## src/rtl/core/ehtq_pkg.sv

```systemverilog
`timescale 1ns / 1ps
// ============================================================================
// ehtq_pkg
// Shared types and codes for the expiry heap timer queue.
// ============================================================================
package ehtq_pkg;

    // Fixed field widths.
    localparam int TimeW   = 24;
    localparam int ExpW    = 25;
    localparam int HandleW = 6;
    localparam int ConnW   = 16;
    localparam int KeyW    = ExpW + HandleW;

    // Request codes.
    typedef enum logic [1:0] {
        REQ_ADD    = 2'd0,
        REQ_CANCEL = 2'd1,
        REQ_SWEEP  = 2'd2,
        REQ_NONE   = 2'd3
    } req_t;

    // Result status codes.
    localparam logic [2:0] ST_ADDED     = 3'd0;
    localparam logic [2:0] ST_FULL      = 3'd1;
    localparam logic [2:0] ST_CANCELLED = 3'd2;
    localparam logic [2:0] ST_BAD       = 3'd3;
    localparam logic [2:0] ST_CLOSED    = 3'd4;
    localparam logic [2:0] ST_NONE      = 3'd5;

    // Controller states.
    typedef enum logic [3:0] {
        S_IDLE,
        S_ADD,
        S_UP_RD,
        S_UP_CMP,
        S_CAN,
        S_SW_RD,
        S_SW_CHK,
        S_POP_RD,
        S_DN_RDL,
        S_DN_RDR,
        S_DN_CMP,
        S_SW_POST,
        S_DONE
    } st_t;

    // Commands from controller to datapath.
    typedef struct packed {
        logic idle;
        logic add_do;
        logic up_rd;
        logic up_cmp;
        logic can_do;
        logic rd_top;
        logic chk;
        logic pop_load;
        logic dn_rdl;
        logic dn_rdr;
        logic dn_cmp;
        logic post;
        logic done;
    } cmd_t;

    // Status from datapath to controller.
    typedef struct packed {
        logic       in_fire;
        logic [1:0] req;
        logic       full;
        logic       zero_i;
        logic       up_stop;
        logic       count_zero;
        logic       count_one;
        logic       top_stop;
        logic       l_out;
        logic       key_min;
        logic       post_stall;
        logic       out_free;
    } sts_t;

endpackage

```

## src/rtl/core/ehtq_ctrl.sv

```systemverilog
`timescale 1ns / 1ps
// ============================================================================
// ehtq_ctrl
// Controller state machine: sequences add, cancel and sweep operations.
// ============================================================================
module ehtq_ctrl import ehtq_pkg::*; (
    input  logic clk,
    input  logic rst_n,
    input  sts_t sts,
    output cmd_t cmd
);

    st_t state_reg;
    st_t state_next;

    // State register.
    always_ff @(posedge clk or negedge rst_n)
    begin
        if (!rst_n)
        begin
            state_reg <= S_IDLE;
        end
        else
        begin
            state_reg <= state_next;
        end
    end

    // Next state and command decode.
    always_comb
    begin
        state_next = state_reg;
        cmd        = '0;
        unique case (state_reg)
            S_IDLE:
            begin
                cmd.idle = 1'b1;
                if (sts.in_fire)
                begin
                    unique case (req_t'(sts.req))
                        REQ_ADD:    state_next = S_ADD;
                        REQ_CANCEL: state_next = S_CAN;
                        REQ_SWEEP:  state_next = S_SW_RD;
                        REQ_NONE:   state_next = S_IDLE;
                    endcase
                end
            end
            S_ADD:
            begin
                cmd.add_do = 1'b1;
                state_next = sts.full ? S_DONE : S_UP_RD;
            end
            S_UP_RD:
            begin
                cmd.up_rd  = 1'b1;
                state_next = sts.zero_i ? S_DONE : S_UP_CMP;
            end
            S_UP_CMP:
            begin
                cmd.up_cmp = 1'b1;
                state_next = sts.up_stop ? S_DONE : S_UP_RD;
            end
            S_CAN:
            begin
                cmd.can_do = 1'b1;
                state_next = S_DONE;
            end
            S_SW_RD:
            begin
                cmd.rd_top = 1'b1;
                state_next = sts.count_zero ? S_DONE : S_SW_CHK;
            end
            S_SW_CHK:
            begin
                cmd.chk = 1'b1;
                priority if (sts.top_stop)
                begin
                    state_next = S_DONE;
                end
                else if (sts.count_one)
                begin
                    state_next = S_SW_POST;
                end
                else
                begin
                    state_next = S_POP_RD;
                end
            end
            S_POP_RD:
            begin
                cmd.pop_load = 1'b1;
                state_next   = S_DN_RDL;
            end
            S_DN_RDL:
            begin
                cmd.dn_rdl = 1'b1;
                state_next = sts.l_out ? S_SW_POST : S_DN_RDR;
            end
            S_DN_RDR:
            begin
                cmd.dn_rdr = 1'b1;
                state_next = S_DN_CMP;
            end
            S_DN_CMP:
            begin
                cmd.dn_cmp = 1'b1;
                state_next = sts.key_min ? S_SW_POST : S_DN_RDL;
            end
            S_SW_POST:
            begin
                cmd.post   = 1'b1;
                state_next = sts.post_stall ? S_SW_POST : S_SW_RD;
            end
            S_DONE:
            begin
                cmd.done   = 1'b1;
                state_next = sts.out_free ? S_IDLE : S_DONE;
            end
            default:
            begin
                state_next = S_IDLE;
            end
        endcase
    end

endmodule

```

## config.mk

```make
export PLATFORM = sky130hd
export DESIGN_NAME = ehtq_ctrl
export DESIGN_NICKNAME = d
export VERILOG_FILES = /design/src/rtl/core/ehtq_pkg.sv /design/src/rtl/core/ehtq_ctrl.sv
export SDC_FILE = /design/constraint.sdc
export NUM_CORES = 1
export LEC_CHECK = 0
export BUFFER_PORTS_ARGS = -buffer_cell sky130_fd_sc_hd__buf_2
export CORE_MARGIN = 1.5
export CORE_UTILIZATION = 39
export CTS_CLUSTER_SIZE = 28
export DETAILED_ROUTE_END_ITERATION = 7
export PLACE_DENSITY = 0.74
export SLEW_MARGIN = 20
export SYNTH_ARGS = -nofsm -noshare
export SYNTH_HDL_FRONTEND = slang
export SYNTH_SLANG_ARGS = --single-unit
```

## constraint.sdc

```tcl
create_clock -name clk -period 2.1 [get_ports clk]
set_clock_uncertainty 0.15 [all_clocks]
set_input_delay 0.42 -clock clk [delete_from_list [all_inputs] [get_ports clk]]
set_output_delay 0.42 -clock clk [all_outputs]
set_load 0.02 [all_outputs]
```

## After elaboration in Yosys (flattened, before gate mapping)

Cells that the tools add are included.

- Word-level logic and storage cells: 45
- Bits of input ports: 15
- Register bits: 4
- Output and inout port bits: 13

- Eq/ne operators: 16
- Multiplexer cells: 26
- Reductions and logical operators: 2

Operators with widths:

| operator | count |
|---|---|
| 4-bit case mux with 13 select lines | 1 |
| 4-bit two-way mux | 9 |
| 4-bit == test (second input constant) | 5 |
| 4-bit by 3-bit == test with 1-bit output (second input constant) | 4 |
| 4-bit case mux with 4 select lines | 1 |
| 1-bit two-way mux | 13 |
| 4-bit by 2-bit == test with 1-bit output (second input constant) | 2 |
| 2-bit == test (second input constant) | 2 |
| 4-bit by 1-bit == test with 1-bit output (second input constant) | 1 |
| 4-bit zero test | 1 |
| 2-bit two-way mux | 2 |
| 2-bit by 1-bit == test with 1-bit output (second input constant) | 1 |
| 2-bit zero test | 1 |
| 2-bit inequality test (second input constant) | 1 |

## Depth between registers and ports, before layout

- Depth after elaboration: 4
- Depth in mapped cells: 6
- Depth with buffers taken out: 6

## Worst setup path after synthesis

OpenSTA, ideal clock, no wires.

- Kind: register to output
- Start: register state_reg[0]
- End: output port cmd[9] in the netlist's numbering
- Path buffers: 1
- Data required time: 1.530 ns
- Stages on the path, launching flop included: 4
- Setup slack: 0.264 ns
- Data arrival time: 1.266 ns
- Cell sequence: dfrtp_1 -> clkbuf_1 -> nand2_1 -> nor3_1

RTL lines:

| what | RTL line | source |
|---|---|---|
| from (decl) | ehtq_ctrl.sv:13 | `st_t state_reg;` |
| from (signal assigned) | ehtq_ctrl.sv:25 | `state_reg <= state_next;` |
| to (decl) | ehtq_ctrl.sv:10 | `output cmd_t cmd` |

==> impl_metrics.py <==
metrics = {
    "yosys": {
        "synthMuxAreaShare_pct": 2.11,
        "synthArstFlopShare_pct": 100,
        "ys.warnings.count": 0,
        "synth_edf_count": 0,
        "synth-adder-area-share_pct": 4.69,
        "synthTopCellsByCount": "nor2_1 (14), nand2_1 (7), nand2b_1 (5)",
        "synth-seq-area-share_pct": 18.8,
        "synth-xor-area-share_pct": 0,
        "synthMostInstantiatedCell": "nor2_1",
        "synth_compound_area_share_pct": 26.1,
        "synth_simple_gate_area_share_pct": 40.1,
        "synth_top_area_share_pct": 18.8,
        "synth_cell_types": 36,
        "synth_area_leader_cell": "dfrtp_1",
        "synth.area.top_cells": "dfrtp_1 (19%), nor2_1 (9.9%), nand2b_1 (5.9%)",
        "synth_area_per_cell_um2": 7.01,
        "synth_flop_cell": "dfrtp_1",
        "synth_top_family_by_area": "simple AND/OR/NAND/NOR gates",
        "ys_ff_latch": 4,
        "syn_inst": 76,
        "synth_area_um2": 533,
        "syn-num-nets": 93,
    },
    "timing": {
        "fin_setup_tns_ns": 0,
        "drv_slew": 0,
        "fin_crit_ns": 2.01,
        "hold_violations": 0,
        "rsz0062_at_grt": "false",
        "worst_slew_margin_rel_pct": 70.2,
        "fin_crit_sh_pct": 95.6,
        "fin_ws_ns": 0.0929,
        "worst_pin_slew_ns": 0.446,
        "setup_viol": 0,
        "holdWs_ns": 0.353,
        "max_freq_ghz": 0.498,
    },
    "floorplanning": {
        "die_area_um2": 1600,
        "start_util_pct": 41.5,
        "pin_count": 28,
        "fp.dieW_um": 40.0,
        "die_h_um": 40.0,
        "core_area_um2": 1280,
        "rows": 13,
    },
    "finish": {
        "largest_reg_flops": 4,
        "insertedDiodeCount": 0,
        "fin_cells": 118,
        "drive_above_1_share_pct": 35.0,
        "area_delta_synth_final_pct": 30.5,
        "layout.nets": 122,
    },
    "global_routing": {
        "grt_pass1_vias": 459,
        "grt_pass1_wl_um": 1910,
        "grt_overflow_total": 0,
        "grt_start_max_net_pins": 18,
        "antenna_found_initial": 0,
        "grtUsageTotal_pct": 17.9,
    },
    "outcome": {
        "status": "complete, no violations",
    },
    "drt": {
        "vias": 622,
        "top_layer": "met3",
        "firstDrtPassIters": 4,
        "met3_length_um": 139,
        "m1WireLength_um": 611,
        "drtIter0Drc": 9,
        "routedWlPerCell_um": 11.3,
        "wl_um": 1330,
        "antenna_left": 0,
        "vias_per_cell": 5.27,
        "drc": 0,
        "met2WireLength_um": 578,
    },
    "clock_network": {
        "htreeDepth": 1,
        "cts_buffers": 3,
        "cts-root-buf": "clkbuf_4",
        "clk_pin_slew_ns": 0.04,
        "postCtsSetupRepairBufs": 0,
        "clk-insertion-delay-late_ns": 0.24,
        "cts_tree": "yes",
        "cts_max_path_buffers": 2,
        "cts.sinks": 4,
    },
    "placed_design": {
        "dp.cells": 114,
        "hpwl_um": 1000,
        "pre_cts_ws_ns": 0.259,
        "gp_congestion": 0.819,
        "port_buffers": 27,
    },
    "power_and_ir_drop": {
        "peakVddDrop_uv": 720,
        "p_leak_nw": 0.355,
        "p_per_area_nw_per_um2": 1350,
    },
    "flow_run": {
        "max_cap_violations": 0,
    },
    "setup_path": {
        "setup.worst_path.start_class": "register",
        "cp-end-kind": "output port",
        "arrival_ns": 1.44,
        "worstPathMaxFanout": 17,
        "cp.required_ns": 1.53,
        "worstSetupPathType": "reg -> out",
    },
    "min_path": {
        "min_path_type": "in -> reg",
    },
}
[where the power goes]
group	internal [mW]	leakage [nW]	total [mW]	switching [mW]
clock network	0.0640	0.0138	0.0974	0.0334
registers	0.116	0.0486	0.242	0.127
logic	0.260	0.293	0.597	0.337
[final cells by class]
type                            count  area (um2)
Inverter                            3        11.3
Fill cell                         128         589
Multi-Input combinational cell     64         389
Clock buffer                        3        22.5
Timing Repair Buffer               29         153
Sequential cell                     4         101
Tap cell                           15        18.8
[cell usage in the layout, fill, tap and decap left out, types with 2 or more instances in the layout]
master / synthesis / final
a21oi_1: 4 / 4
buf_2: 2 / 27
clkbuf_4: 0 / 3
dfrtp_1: 4 / 3
ha_1: 2 / 2
inv_1: 3 / 3
nand2_1: 7 / 7
nand2b_1: 5 / 5
nor2_1: 14 / 14
nor2b_1: 3 / 3
nor3_1: 4 / 4
o21ai_0: 2 / 2
o22ai_1: 2 / 2
[critical path, cell delays in order (launching register included)]
cell and delay (ns):
dfrtp_1 0.53, or2_2 0.39, nor2_1 0.11, buf_2 0.17
[logic make-up after synthesis]
group / Yosys count
AO/OA/AOI/OAI: 19
adder cells (fa/ha/maj): 2
buffers and inverters: 8
flip-flops: 4
multiplexers: 1
AND/OR/NAND/NOR: 42
[routing by layer]
layer / GRT usage [%] / vias up
met5: 0 / -
met2: 27.8 / 31
met3: 8.89 / 0
met4: 0 / 0
met1: 23.6 / 262
li1: - / 329
[per-stage QoR]
stage	total power [mW]	area, um2	util, %
2_1_floorplan	0.706	533	-
3_3_place_gp	0.822	662	51.5
3_5_place_dp	0.833	662	51.5
4_1_cts	0.936	694	54.0
5_1_grt	1.02	696	54.1
6_report	0.936	696	54.1
[worst paths after layout]
check                              from           end  slack, ns  depth (start not counted)
max                        state_reg[1]        cmd[8]       0.09                          3
min                             sts[12]  state_reg[2]       0.35                          3
max reg2reg                state_reg[3]  state_reg[2]       0.34                          5
min reg2reg                state_reg[0]  state_reg[3]       0.66                          2
max in group asynchronous         rst_n  state_reg[2]       1.31                          2
min in group asynchronous         rst_n  state_reg[3]       0.36                          2
[what timing repair did]
item	4_1_cts	5_1_grt
gates resized for setup	0	1
hold endpoints to repair	4	0
hold buffers	1	0
endpoints found under the setup margin	0	4
(Power assumes the default switching activity.)
